<file path="src/hw/rtl/grt_pkg.sv">
// Shared types and constants for the grid region placement table.
// No dependencies; imported by every module of the block but grt_ram.
`default_nettype none

package grt_pkg;

  // field widths fixed by the request and result format
  localparam int unsigned PosW    = 4;
  localparam int unsigned SpanW   = 5;
  localparam int unsigned GridW   = 5;
  localparam int unsigned StatusW = 3;
  localparam int unsigned SlotW   = 4;
  localparam int unsigned CountW  = 5;

  localparam logic [GridW-1:0] GRID_RESET = 5'd16;

  // one stored rectangle
  typedef struct packed {
    logic [PosW-1:0]  row;
    logic [PosW-1:0]  col;
    logic [SpanW-1:0] height;
    logic [SpanW-1:0] width;
  } rect_t;

  localparam int unsigned RectW = $bits(rect_t);

  typedef enum logic {
    ACT_ADD   = 1'b0,
    ACT_CLEAR = 1'b1
  } action_e;

  typedef enum logic {
    REG_GRID_ROWS    = 1'b0,
    REG_GRID_COLUMNS = 1'b1
  } cfg_idx_e;

  typedef enum logic [StatusW-1:0] {
    ST_PLACED  = 3'd0,
    ST_BOUNDS  = 3'd1,
    ST_OVERLAP = 3'd2,
    ST_FULL    = 3'd3,
    ST_CLEARED = 3'd4
  } status_e;

  typedef enum logic [2:0] {
    S_IDLE,
    S_CHECK,
    S_SCAN,
    S_WRITE,
    S_RESP
  } state_e;

endpackage

`default_nettype wire

</file>
<file path="src/hw/rtl/grid_region_placement_table.sv">
// Top level of the grid region placement table: sequencer, count and registers.
// Depends on grt_pkg, grt_ram and grt_span_unit.
`default_nettype none

// Takes one request at a time and answers each with one result item. A clear
// offers its result in the cycle after acceptance. An add first passes through
// a bounds check state, which sends a rejected add straight to the result. An
// add that passes the bounds test scans the stored rectangles through the single
// read port of the table RAM, one per cycle, and then writes its slot. A full
// table answers at the end of the scan, without a write. The scan ends early at
// the first overlap. The input side stalls from acceptance until the result has
// been taken. Grid registers may be written only while no request is in flight.
module grid_region_placement_table
  import grt_pkg::*;
#(
  parameter int unsigned MAX_RECTS = 16,
  parameter int unsigned MAX_GRID  = 16
) (
  input  wire logic               clk_i,
  input  wire logic               rst_ni,
  // configuration
  input  wire logic               cfg_we_i,
  input  wire logic               cfg_idx_i,
  input  wire logic [GridW-1:0]   cfg_data_i,
  // request channel
  input  wire logic               in_valid_i,
  output logic                    in_stall_o,
  input  wire logic               action_i,
  input  wire logic [PosW-1:0]    origin_row_i,
  input  wire logic [PosW-1:0]    origin_column_i,
  input  wire logic [SpanW-1:0]   height_cells_i,
  input  wire logic [SpanW-1:0]   width_cells_i,
  // result channel
  output logic                    out_valid_o,
  input  wire logic               out_stall_i,
  output logic      [StatusW-1:0] status_o,
  output logic      [SlotW-1:0]   slot_index_o,
  output logic      [CountW-1:0]  item_count_o
);

  localparam int unsigned AddrW   = (MAX_RECTS > 1) ? $clog2(MAX_RECTS) : 1;
  localparam int unsigned CntW    = $clog2(MAX_RECTS + 1);
  localparam int unsigned GridCap = (MAX_GRID > 31) ? 31 : MAX_GRID;
  localparam logic [CntW-1:0]  CountFull = CntW'(MAX_RECTS);
  localparam logic [GridW-1:0] GridMax   = GridW'(GridCap);

  state_e            state_q, state_d;
  logic [GridW-1:0]  rows_q, cols_q;
  logic [CntW-1:0]   count_q, count_d;
  logic [CntW-1:0]   issue_q, issue_d;
  logic              pend_q, pend_d;
  rect_t             req_q, req_d;
  status_e           res_status_q, res_status_d;
  logic [AddrW-1:0]  res_slot_q, res_slot_d;

  logic              in_acc;
  logic              more_entries;
  logic              bounds_bad;
  logic [GridW-1:0]  rows_eff, cols_eff;
  logic              ram_we, ram_re;
  logic [RectW-1:0]  ram_rdata;
  rect_t             entry;
  logic              hit;
  logic [31:0]       slot_wide, count_wide;

  assign in_acc       = in_valid_i && !in_stall_o;
  assign more_entries = issue_q < count_q;

  // bounds test with grid registers saturated
  assign rows_eff   = (rows_q > GridMax) ? GridMax : rows_q;
  assign cols_eff   = (cols_q > GridMax) ? GridMax : cols_q;
  assign bounds_bad = (req_q.height == '0) || (req_q.width == '0) ||
                      (({1'b0, SpanW'(req_q.row)} + {1'b0, req_q.height}) >
                       {1'b0, rows_eff}) ||
                      (({1'b0, SpanW'(req_q.col)} + {1'b0, req_q.width}) >
                       {1'b0, cols_eff});

  // configuration registers
  always_ff @(posedge clk_i or negedge rst_ni) begin
    if (!rst_ni) begin
      rows_q <= GRID_RESET;
      cols_q <= GRID_RESET;
    end else if (cfg_we_i) begin
      unique case (cfg_idx_e'(cfg_idx_i))
        REG_GRID_ROWS:    rows_q <= cfg_data_i;
        REG_GRID_COLUMNS: cols_q <= cfg_data_i;
        default:          rows_q <= rows_q;
      endcase
    end
  end

  // rectangle table
  assign ram_re = (state_q == S_SCAN) && more_entries;
  assign ram_we = (state_q == S_WRITE);
  assign entry  = rect_t'(ram_rdata);

  grt_ram #(
    .Width (RectW),
    .Depth (MAX_RECTS)
  ) u_table (
    .clk_i   (clk_i),
    .we_i    (ram_we),
    .waddr_i (count_q[AddrW-1:0]),
    .wdata_i (req_q),
    .re_i    (ram_re),
    .raddr_i (issue_q[AddrW-1:0]),
    .rdata_o (ram_rdata)
  );

  // overlap comparator shared by every scanned entry
  grt_span_unit u_span (
    .req_i   (req_q),
    .entry_i (entry),
    .hit_o   (hit)
  );

  // next state
  always_comb begin
    state_d = state_q;
    unique case (state_q)
      S_IDLE: begin
        if (in_acc) begin
          state_d = (action_e'(action_i) == ACT_CLEAR) ? S_RESP : S_CHECK;
        end
      end
      S_CHECK: begin
        state_d = bounds_bad ? S_RESP : S_SCAN;
      end
      S_SCAN: begin
        if (pend_q && hit) begin
          state_d = S_RESP;
        end else if (!more_entries && !pend_q) begin
          state_d = (count_q == CountFull) ? S_RESP : S_WRITE;
        end
      end
      S_WRITE: begin
        state_d = S_RESP;
      end
      S_RESP: begin
        if (!out_stall_i) begin
          state_d = S_IDLE;
        end
      end
      default: state_d = S_IDLE;
    endcase
  end

  // datapath and result updates
  always_comb begin
    count_d      = count_q;
    issue_d      = issue_q;
    pend_d       = 1'b0;
    req_d        = req_q;
    res_status_d = res_status_q;
    res_slot_d   = res_slot_q;
    unique case (state_q)
      S_IDLE: begin
        if (in_acc) begin
          req_d      = '{row: origin_row_i, col: origin_column_i,
                         height: height_cells_i, width: width_cells_i};
          res_slot_d = '0;
          issue_d    = '0;
          if (action_e'(action_i) == ACT_CLEAR) begin
            count_d      = '0;
            res_status_d = ST_CLEARED;
          end
        end
      end
      S_CHECK: begin
        if (bounds_bad) begin
          res_status_d = ST_BOUNDS;
        end
      end
      S_SCAN: begin
        if (more_entries) begin
          issue_d = issue_q + 1'b1;
          pend_d  = 1'b1;
        end
        if (pend_q && hit) begin
          res_status_d = ST_OVERLAP;
          pend_d       = 1'b0;
        end else if (!more_entries && !pend_q) begin
          res_status_d = ST_FULL;
        end
      end
      S_WRITE: begin
        res_status_d = ST_PLACED;
        res_slot_d   = count_q[AddrW-1:0];
        count_d      = count_q + 1'b1;
      end
      S_RESP: begin
        res_status_d = res_status_q;
      end
      default: begin
        res_status_d = res_status_q;
      end
    endcase
  end

  // control state
  always_ff @(posedge clk_i or negedge rst_ni) begin
    if (!rst_ni) begin
      state_q <= S_IDLE;
      count_q <= '0;
      issue_q <= '0;
      pend_q  <= 1'b0;
    end else begin
      state_q <= state_d;
      count_q <= count_d;
      issue_q <= issue_d;
      pend_q  <= pend_d;
    end
  end

  // request and result payload
  always_ff @(posedge clk_i) begin
    req_q        <= req_d;
    res_status_q <= res_status_d;
    res_slot_q   <= res_slot_d;
  end

  // ports
  assign slot_wide    = 32'(res_slot_q);
  assign count_wide   = 32'(count_q);
  assign in_stall_o   = (state_q != S_IDLE);
  assign out_valid_o  = (state_q == S_RESP);
  assign status_o     = res_status_q;
  assign slot_index_o = slot_wide[SlotW-1:0];
  assign item_count_o = count_wide[CountW-1:0];

endmodule

`default_nettype wire

</file>
<file path="src/hw/rtl/grt_ram.sv">
// Generic single-port-write, single-port-read RAM with registered read data.
// Depends on nothing; holds the rectangle table.
`default_nettype none

module grt_ram #(
  parameter int unsigned Width = 18,
  parameter int unsigned Depth = 16,
  localparam int unsigned AddrW = (Depth > 1) ? $clog2(Depth) : 1
) (
  input  wire logic             clk_i,
  input  wire logic             we_i,
  input  wire logic [AddrW-1:0] waddr_i,
  input  wire logic [Width-1:0] wdata_i,
  input  wire logic             re_i,
  input  wire logic [AddrW-1:0] raddr_i,
  output logic      [Width-1:0] rdata_o
);

  logic [Width-1:0] mem_q [Depth];

  // write port and registered read port
  always_ff @(posedge clk_i) begin
    if (we_i) begin
      mem_q[waddr_i] <= wdata_i;
    end
    if (re_i) begin
      rdata_o <= mem_q[raddr_i];
    end
  end

endmodule

`default_nettype wire

</file>
<file path="src/hw/rtl/grt_span_unit.sv">
// Shared overlap comparator: tests one stored rectangle against the request.
// Depends on grt_pkg for the rectangle type.
`default_nettype none

module grt_span_unit
  import grt_pkg::*;
(
  input  wire rect_t req_i,
  input  wire rect_t entry_i,
  output logic       hit_o
);

  logic [SpanW:0] req_row_end, req_col_end, ent_row_end, ent_col_end;
  logic           row_meet, col_meet;

  // half-open interval ends
  assign req_row_end = {1'b0, SpanW'(req_i.row)} + {1'b0, req_i.height};
  assign req_col_end = {1'b0, SpanW'(req_i.col)} + {1'b0, req_i.width};
  assign ent_row_end = {1'b0, SpanW'(entry_i.row)} + {1'b0, entry_i.height};
  assign ent_col_end = {1'b0, SpanW'(entry_i.col)} + {1'b0, entry_i.width};

  // intervals meet on both axes
  assign row_meet = ((SpanW + 1)'(req_i.row) < ent_row_end) &&
                    ((SpanW + 1)'(entry_i.row) < req_row_end);
  assign col_meet = ((SpanW + 1)'(req_i.col) < ent_col_end) &&
                    ((SpanW + 1)'(entry_i.col) < req_col_end);
  assign hit_o    = row_meet && col_meet;

endmodule

`default_nettype wire

</file>
<file path="config.mk">
export PLATFORM = sky130hd
export DESIGN_NAME = grid_region_placement_table
export DESIGN_NICKNAME = d
export VERILOG_FILES = /design/src/hw/rtl/grt_pkg.sv /design/src/hw/rtl/grid_region_placement_table.sv /design/src/hw/rtl/grt_ram.sv /design/src/hw/rtl/grt_span_unit.sv
export SDC_FILE = /design/constraint.sdc
export NUM_CORES = 1
export LEC_CHECK = 0
export BUFFER_PORTS_ARGS = -buffer_cell sky130_fd_sc_hd__buf_2
export CAP_MARGIN = 10
export CORE_MARGIN = 4
export CORE_UTILIZATION = 25
export CTS_BUF_LIST = sky130_fd_sc_hd__clkbuf_8 sky130_fd_sc_hd__clkbuf_16
export CTS_CLUSTER_DIAMETER = 100
export DETAILED_ROUTE_END_ITERATION = 12
export REMOVE_ABC_BUFFERS = 1
export SLEW_MARGIN = 20
export SYNTH_ARGS = -nofsm -noshare
export SYNTH_HDL_FRONTEND = slang
export SYNTH_SLANG_ARGS = --single-unit
</file>
<file path="constraint.sdc">
create_clock -name clk_i -period 4.09 [get_ports clk_i]
set_clock_uncertainty 0.15 [all_clocks]
set_input_delay 0.818 -clock clk_i [delete_from_list [all_inputs] [get_ports clk_i]]
set_output_delay 0.818 -clock clk_i [all_outputs]
set_load 0.02 [all_outputs]
</file>
==> impl_metrics.xml, run 1 <==
<?xml version="1.0" encoding="UTF-8"?>
<metrics>
  <group name="run_status">
    <metric name="status" unit="">completed</metric>
  </group>
  <group name="timing">
    <metric name="report.final.hold_viol_count" unit="">0</metric>
    <metric name="worst_margin_pin_slew" unit="ns">1.117</metric>
    <metric name="relSlewSlack" unit="%">25.56</metric>
    <metric name="timing.final.setup_violations" unit="">0</metric>
    <metric name="fmax" unit="MHz">270.9</metric>
    <metric name="final_max_slew_viol_count" unit="">0</metric>
    <metric name="period_needed" unit="ns">3.691</metric>
    <metric name="hold-worst-slack" unit="ns">0.1233</metric>
    <metric name="timing.final.crit_share" unit="%">90.24</metric>
    <metric name="rsz0062_at_grt" unit="">no</metric>
    <metric name="setup-tns-final" unit="ns">0</metric>
  </group>
  <group name="global_routing">
    <metric name="number_of_antenna_violations_at_the_first_check_in_global_routing" unit="">3</metric>
    <metric name="grt_max_degree" unit="">72</metric>
    <metric name="globalRouteOverflowTotal" unit="">0</metric>
    <metric name="via_count_of_the_first_global_routing_pass" unit="">7652</metric>
    <metric name="grt_first_pass_wirelength" unit="microns">51330</metric>
    <metric name="groute.usage.overall" unit="%">10.81</metric>
  </group>
  <group name="cts">
    <metric name="ctsRootBufferMaster" unit="">clkbuf_16</metric>
    <metric name="cts.hold.buffers_added" unit="">0</metric>
    <metric name="cts_tree" unit="">yes</metric>
    <metric name="cts_resized" unit="">0</metric>
    <metric name="cts_inserted_buffers" unit="">37</metric>
    <metric name="cts-htree-levels" unit="">2</metric>
    <metric name="clock_latency_at_the_later_pin_of_the_worst_skew_pair" unit="ns">0.53</metric>
    <metric name="clock_sinks" unit="">355</metric>
    <metric name="post-cts-setup-buffers" unit="">0</metric>
    <metric name="clk_path_buf_depth" unit="">3</metric>
    <metric name="worst_setup_hold_path_clk_slew" unit="ns">0.07</metric>
  </group>
  <group name="yosys">
    <metric name="ys.flop_type" unit="">edfxtp_1</metric>
    <metric name="postSynth.asyncResetShare" unit="%">6.761</metric>
    <metric name="seq_area_frac_synth" unit="%">71.29</metric>
    <metric name="yosys_warnings" unit="">0</metric>
    <metric name="ys_types" unit="">61</metric>
    <metric name="main_combinational_cell_family_by_area_after_synthesis" unit="">multiplexers</metric>
    <metric name="synth_enable_flop_cells" unit="">331</metric>
    <metric name="synth.avg_cell_area" unit="sq um">19.56</metric>
    <metric name="synth-adder-area-share" unit="%">4.180</metric>
    <metric name="ys_top_cells_by_area" unit="">edfxtp_1 (67%), mux4_2 (14%), dfrtp_1 (3.7%)</metric>
    <metric name="synth.top_cell.area_share" unit="%">67.21</metric>
    <metric name="synth_top_area_cell" unit="">edfxtp_1</metric>
    <metric name="synth.area.mux_share" unit="%">14.53</metric>
    <metric name="synth_area" unit="sq um">14790</metric>
    <metric name="post_synthesis_compound_gate_area_fraction" unit="%">3.714</metric>
    <metric name="number_of_flip_flops_and_latches_in_the_synthesized_netlist" unit="">355</metric>
    <metric name="syn_inst" unit="">756</metric>
    <metric name="synth-simple-area-share" unit="%">4.044</metric>
    <metric name="post_synth_xor_area_fraction" unit="%">0.7107</metric>
  </group>
  <group name="place">
    <metric name="dp.final_hpwl" unit="microns">20290</metric>
    <metric name="globalplace.congestion" unit="">0.7793</metric>
    <metric name="numPortBuffers" unit="">43</metric>
  </group>
  <group name="worst_setup_path">
    <metric name="worstReg2RegEnd" unit="">status_o[0]</metric>
    <metric name="crit_type" unit="">flip-flop to flip-flop</metric>
    <metric name="cp_top_family" unit="">adder cells</metric>
    <metric name="worstReg2RegStart" unit="">req_q[0]</metric>
    <metric name="critical_path.cell_chain" unit="">ha_1 &gt; inv_1 &gt; fa_1 &gt; xor2_1 &gt; inv_1 &gt; ha_1 &gt; and3_1 &gt; a21boi_0 &gt; nor4_1 &gt; and3_1 &gt; o211ai_1 &gt; o21ai_0 &gt; nor2_1</metric>
    <metric name="cp_max_fo" unit="">18</metric>
    <metric name="crit_path_max_incr_delay" unit="ns">0.70</metric>
    <metric name="critical-path-slowest-cell" unit="">edfxtp_1</metric>
    <metric name="crit_end" unit="">status_o[0]</metric>
    <metric name="ff2ff_setup_slack" unit="ns">0.40</metric>
    <metric name="setup.worst_path.start" unit="">req_q[0]</metric>
    <metric name="end_kind" unit="">flip-flop</metric>
    <metric name="cp.depth" unit="">13</metric>
    <metric name="cp-start-kind" unit="">flip-flop</metric>
    <metric name="critPathRequiredTime" unit="ns">4.21</metric>
    <metric name="total_buffers_and_inverters_traversed_by_the_critical_path" unit="">2</metric>
    <metric name="reg2regPathDepth" unit="">13</metric>
    <metric name="arrival" unit="ns">3.81</metric>
  </group>
  <group name="die">
    <metric name="boundaryPins" unit="">44</metric>
    <metric name="die_x" unit="microns">251.2</metric>
    <metric name="initial_core_util" unit="%">25.44</metric>
    <metric name="die_height" unit="microns">251.2</metric>
    <metric name="dieArea" unit="sq um">63110</metric>
    <metric name="core_area" unit="sq um">58140</metric>
    <metric name="rows" unit="">88</metric>
  </group>
  <group name="drt">
    <metric name="drc_errors" unit="">0</metric>
    <metric name="antenna_violating_nets_post_route" unit="">0</metric>
    <metric name="dr.first_iter.drc_count" unit="">762</metric>
    <metric name="routed_wirelength" unit="microns">34320</metric>
    <metric name="routed_wire_length_per_instance" unit="microns">20.99</metric>
    <metric name="dr.pass1.iters" unit="">5</metric>
    <metric name="via_count" unit="">7525</metric>
    <metric name="route.detailed.vias_per_inst" unit="">4.602</metric>
  </group>
  <group name="worst_hold_path">
    <metric name="hold_path_class" unit="">input port to asynchronous set/reset pin</metric>
  </group>
  <group name="layout">
    <metric name="syn_to_final_growth" unit="%">17.08</metric>
    <metric name="drive_gt1_share" unit="%">28.31</metric>
    <metric name="post-route-util" unit="%">29.78</metric>
    <metric name="fin_nets" unit="">921</metric>
  </group>
  <group name="power">
    <metric name="ir_drop" unit="uV">274.0</metric>
    <metric name="sw_frac_of_total" unit="%">26.14</metric>
    <metric name="power_report.internal_total" unit="mW">6.528</metric>
    <metric name="leakage" unit="nW">5.650</metric>
    <metric name="power.switching" unit="mW">2.310</metric>
    <metric name="comb_power_share" unit="%">13.7</metric>
    <metric name="power_per_standard_cell_area" unit="nW/um^2">510.4</metric>
    <metric name="clkPwrFrac" unit="%">35.6</metric>
    <metric name="power.sequential.fraction" unit="%">50.7</metric>
  </group>
  <group name="run">
    <metric name="maxCapViolations" unit="">0</metric>
  </group>
</metrics>
## routing by layer
| layer | global-route usage (%) | part of all wire, % | up-vias |
|---|---|---|---|
| met5 | 0 | 0.099 | - |
| li1 | - | - | 3247 |
| met3 | 2.462 | 7.4 | 51 |
| met1 | 16.53 | 47 | 3952 |
| met2 | 15.38 | 43 | 271 |
| met4 | 3.012 | 2.4 | 4 |
## sequential cells by signal (all words and copies together), names as in the netlist
register         flops
slot_index_o         4
state_q              3
u_table.rdata_o     18
item_count_o         5
u_table.mem_q      288
issue_q              5
cols_q               5
status_o             3
rows_q               5
pend_q               1
req_q               18
## power groups by stage
stage               logic [mW]  registers, mW  clock network (mW)
floorplan                0.735           4.57                   0
global placement          1.18           4.55                   0
detailed placement        1.21           4.56                   0
CTS                       1.21           4.48                3.22
global route              1.35           4.50                3.41
finish                    1.21           4.48                3.15
## how the worst min path moves through the flow
stage	startpoint	slack (ns)	cells after the start	endpoint
floorplan	cols_q[0]	0.32	1	cols_q[0]
global placement	rows_q[0]	0.34	1	rows_q[0]
detailed placement	rows_q[0]	0.35	1	rows_q[0]
CTS	rst_ni	0.13	1	issue_q[3]
global route	rst_ni	0.15	1	issue_q[3]
finish	rst_ni	0.12	1	issue_q[3]
## logic make-up after synthesis
group / count (synthesis)
xor+xnor: 12
fa+ha+maj: 47
simple gates: 111
compound gates: 72
flops: 355
buf+inv: 58
mux: 101
## synth_stat cells, types with 5 or more instances
| library cell | number |
|---|---|
| xnor2_1 | 5 |
| nand2_1 | 26 |
| and2_1 | 10 |
| a21o_1 | 6 |
| and3_1 | 12 |
| nor2b_1 | 8 |
| inv_1 | 33 |
| o21ai_0 | 15 |
| buf_2 | 7 |
| a21oi_1 | 13 |
| nor2_1 | 21 |
| dfrtp_1 | 22 |
| nand3_1 | 5 |
| mux2_2 | 9 |
| nand2b_1 | 6 |
| edfxtp_1 | 331 |
| ha_1 | 43 |
| clkbuf_1 | 16 |
| mux4_2 | 90 |
| xor2_1 | 7 |
| nor3_1 | 6 |
## metrics by stage
step / area, sq um / power, mW / setup WS (ns) / cells
floorplan: 14690 / 5.309 / -0.3702 / 731
global placement: 16180 / 5.722 / 0.5422 / 1570
detailed placement: 16180 / 5.763 / 0.4249 / 1570
CTS: 17310 / 8.914 / 0.4137 / 1634
global route: 17310 / 9.263 / 0.05939 / 1634
finish: 17310 / 8.838 / 0.3990 / 1635
## cells in the final DEF (no fill, tap or decap), types with 3 or more instances in the layout
master and n:
xor2_1 7, a21o_1 6, nor2_1 20, clkinv_2 7, inv_1 40, nor2b_1 8
mux2_2 9, nand2b_1 6, fa_1 4, a2111oi_2 3, xnor2_1 5, a211oi_2 3
o21a_1 4, a21oi_1 13, buf_12 6, nor3_1 6, nand3_1 5, nand2_1 26
buf_2 43, clkinv_1 5, and3_1 12, a211oi_1 3, o21ai_0 15, ha_1 43
buf_4 25, clkbuf_16 38, mux4_2 90, edfxtp_1 331, and2_1 9, dfrtp_1 20
## cell type report
class	instances	area (sq um)
Fill cell	5667	40820
Sequential cell	355	10550
Multi-Input combinational cell	343	4030
Tap cell	765	957.2
Clock buffer	38	950.9
Timing Repair Buffer	74	523.0
Clock inverter	26	178.9
Inverter	33	123.9
Antenna cell	1	2.502
Note: power is estimated with default switching activity, not from simulation.
==> run 2, diff against run 1 <==
--- a/config.mk
+++ b/config.mk
@@ -7,11 +7,14 @@
 export LEC_CHECK = 0
 export BUFFER_PORTS_ARGS = -buffer_cell sky130_fd_sc_hd__buf_2
 export CAP_MARGIN = 10
+export CELL_PAD_IN_SITES_DETAIL_PLACEMENT = 0
+export CELL_PAD_IN_SITES_GLOBAL_PLACEMENT = 1
 export CORE_MARGIN = 4
 export CORE_UTILIZATION = 25
 export CTS_BUF_LIST = sky130_fd_sc_hd__clkbuf_8 sky130_fd_sc_hd__clkbuf_16
 export CTS_CLUSTER_DIAMETER = 100
 export DETAILED_ROUTE_END_ITERATION = 12
+export PLACE_DENSITY_LB_ADDON = 0.1
 export REMOVE_ABC_BUFFERS = 1
 export SLEW_MARGIN = 20
 export SYNTH_ARGS = -nofsm -noshare
==> run 2 against run 1 <==
Net effect: clock power up 20%; core utilization grew 0.64 points; sequential share of layout area decreased by 1.3 points; flip-flop and latch count unchanged; cell area up 2.1%; wire length up 19%; cell count grew 1.6%; first-iteration DRC count shrank 34%; worst setup slack better by 0.19 ns; critical endpoint is now status_o[1].
==> impl_metrics.xml, run 2 (synthesis results as in run 1) <==
<?xml version="1.0" encoding="UTF-8"?>
<metrics>
  <group name="drt">
    <metric name="antenna_violating_nets_post_route" unit="">0</metric>
    <metric name="routed_wire_length_per_instance" unit="microns">24.66</metric>
    <metric name="routed_wirelength" unit="microns">40950</metric>
    <metric name="via_count" unit="">7544</metric>
    <metric name="dr.pass1.iters" unit="">4</metric>
    <metric name="drc_errors" unit="">0</metric>
    <metric name="dr.first_iter.drc_count" unit="">500</metric>
    <metric name="route.detailed.vias_per_inst" unit="">4.542</metric>
  </group>
  <group name="layout">
    <metric name="registers.top_by_ff_count" unit="">u_table.mem_q</metric>
    <metric name="fin_nets" unit="">939</metric>
    <metric name="most_common_cell_after_layout_fill_and_taps_aside" unit="">edfxtp_1</metric>
    <metric name="post-route-cell-area" unit="sq um">17690</metric>
    <metric name="reg.largest.list" unit="">u_table.mem_q (288), req_q (18), u_table.rdata_o (18)</metric>
    <metric name="largest_register_ffs" unit="">288</metric>
    <metric name="layout_common_cells" unit="">edfxtp_1 (331), mux4_2 (90), clkbuf_16 (44), ha_1 (43), buf_2 (43)</metric>
    <metric name="diodes" unit="">0</metric>
    <metric name="drive_gt1_share" unit="%">29.91</metric>
    <metric name="syn_to_final_growth" unit="%">19.60</metric>
  </group>
  <group name="die">
    <metric name="die_x" unit="microns">251.2</metric>
    <metric name="rows" unit="">88</metric>
    <metric name="boundaryPins" unit="">44</metric>
    <metric name="initial_core_util" unit="%">25.44</metric>
    <metric name="core_area" unit="sq um">58140</metric>
    <metric name="dieArea" unit="sq um">63110</metric>
    <metric name="die_height" unit="microns">251.2</metric>
  </group>
  <group name="timing">
    <metric name="post-route-worst-setup-slack" unit="ns">0.5928</metric>
    <metric name="timing.final.crit_share" unit="%">85.50</metric>
    <metric name="final_max_slew_viol_count" unit="">0</metric>
    <metric name="relSlewSlack" unit="%">39.99</metric>
    <metric name="worst_margin_pin_slew" unit="ns">0.9001</metric>
    <metric name="rsz0062_at_grt" unit="">no</metric>
    <metric name="report.final.hold_viol_count" unit="">0</metric>
    <metric name="timing.final.setup_violations" unit="">0</metric>
    <metric name="fmax" unit="MHz">285.9</metric>
    <metric name="period_needed" unit="ns">3.497</metric>
    <metric name="hold-worst-slack" unit="ns">0.1096</metric>
  </group>
  <group name="worst_setup_path">
    <metric name="total_buffers_and_inverters_traversed_by_the_critical_path" unit="">0</metric>
    <metric name="critical_path.cell_chain" unit="">ha_1 &gt; xor2_1 &gt; ha_1 &gt; a21oi_1 &gt; o21ai_0 &gt; nor2_1 &gt; a211oi_2 &gt; nor4_4 &gt; nor2_1 &gt; nor2_1</metric>
    <metric name="critPathRequiredTime" unit="ns">4.18</metric>
    <metric name="arrival" unit="ns">3.59</metric>
    <metric name="critical_path.most_common_cell" unit="">nor2_1</metric>
    <metric name="crit_path_max_incr_delay" unit="ns">0.76</metric>
    <metric name="crit_type" unit="">flip-flop to flip-flop</metric>
    <metric name="cp-start-kind" unit="">flip-flop</metric>
    <metric name="cp_top_family" unit="">simple AND/OR/NAND/NOR gates</metric>
    <metric name="critical-path-slowest-cell" unit="">edfxtp_1</metric>
    <metric name="cp_max_fo" unit="">18</metric>
    <metric name="end_kind" unit="">flip-flop</metric>
  </group>
  <group name="power">
    <metric name="power_per_standard_cell_area" unit="nW/um^2">539.2</metric>
    <metric name="leakage" unit="nW">5.860</metric>
    <metric name="total_power" unit="mW">9.536</metric>
    <metric name="ir_drop" unit="uV">262.3</metric>
  </group>
  <group name="place">
    <metric name="total_cell_area_at_the_placement_stage" unit="sq um">16210</metric>
    <metric name="dp.final_hpwl" unit="microns">23440</metric>
    <metric name="globalplace.congestion" unit="">0.7222</metric>
    <metric name="numPortBuffers" unit="">43</metric>
    <metric name="place_ws" unit="ns">0.3674</metric>
  </group>
  <group name="cts">
    <metric name="clock_latency_at_the_later_pin_of_the_worst_skew_pair" unit="ns">0.56</metric>
    <metric name="cts_tree" unit="">yes</metric>
    <metric name="clock_sinks" unit="">355</metric>
    <metric name="worst_setup_hold_path_clk_slew" unit="ns">0.06</metric>
    <metric name="clk_path_buf_depth" unit="">3</metric>
    <metric name="cts_inserted_buffers" unit="">43</metric>
    <metric name="ctsRootBufferMaster" unit="">clkbuf_16</metric>
    <metric name="cts-htree-levels" unit="">2</metric>
  </group>
  <group name="global_routing">
    <metric name="globalRouteOverflowTotal" unit="">0</metric>
    <metric name="via_count_of_the_first_global_routing_pass" unit="">8133</metric>
    <metric name="grt_first_pass_wirelength" unit="microns">58870</metric>
    <metric name="number_of_antenna_violations_at_the_first_check_in_global_routing" unit="">0</metric>
    <metric name="grt_max_degree" unit="">76</metric>
    <metric name="groute.usage.overall" unit="%">13.03</metric>
  </group>
  <group name="run">
    <metric name="maxCapViolations" unit="">0</metric>
  </group>
  <group name="run_status">
    <metric name="status" unit="">completed</metric>
  </group>
  <group name="worst_hold_path">
    <metric name="hold_path_class" unit="">input port to asynchronous set/reset pin</metric>
  </group>
</metrics>
## run 2: report_power, final
part	leakage, nW	internal, mW	switching [mW]
combinational	1.84	0.503	0.816
clock	0.728	2.27	1.51
sequential	3.29	4.29	0.144
total	5.86	7.07	2.47
## run 2: per-stage QoR
step,utilization [%],std cells,TNS (ns)
floorplan,-,731,-14.00
global placement,27.89,1576,0
detailed placement,27.89,1576,0
CTS,30.31,1655,0
global route,30.42,1661,0
finish,30.42,1661,0
## run 2: worst paths after layout
kind                                       from          end  slack [ns]  depth (start not counted)
min in group clk_i              origin_row_i[1]    req_q[15]        0.28                          1
worst min register to register        rows_q[1]    rows_q[1]        0.37                          1
worst max register to register         req_q[7]  status_o[1]        0.59                         10
worst min-delay path                     rst_ni    cols_q[1]        0.11                          1
max in group asynchronous                rst_ni   issue_q[0]        3.23                          1
worst max-delay path                   req_q[7]  status_o[1]        0.59                         10
## run 2: layout make-up
cell class	count	area [sq um]
Fill cell	5676	40450
Sequential cell	355	10550
Multi-Input combinational cell	343	4029
Clock buffer	44	1101
Tap cell	765	957.2
Timing Repair Buffer	86	620.6
Clock inverter	35	306.5
Inverter	33	123.9
## run 2: routing by layer
metal  track usage, %  part of all wire (%)  routed length, microns  up-vias
li1                 -                     -                       -     3295
met1            17.19                    44                   17990     4008
met2            21.99                    49                   20060      184
met3            2.783                   5.0                    2049       57
met4            3.360                   2.1                     858        0
met5                0                     0                       0        -
## run 2: timing repair
| action | CTS | global route |
|---|---|---|
| hold buffers | 0 | 0 |
| resized for setup | 0 | 0 |
| endpoints found under the setup margin | 0 | 3 |
| buffers inserted | 0 | 5 |
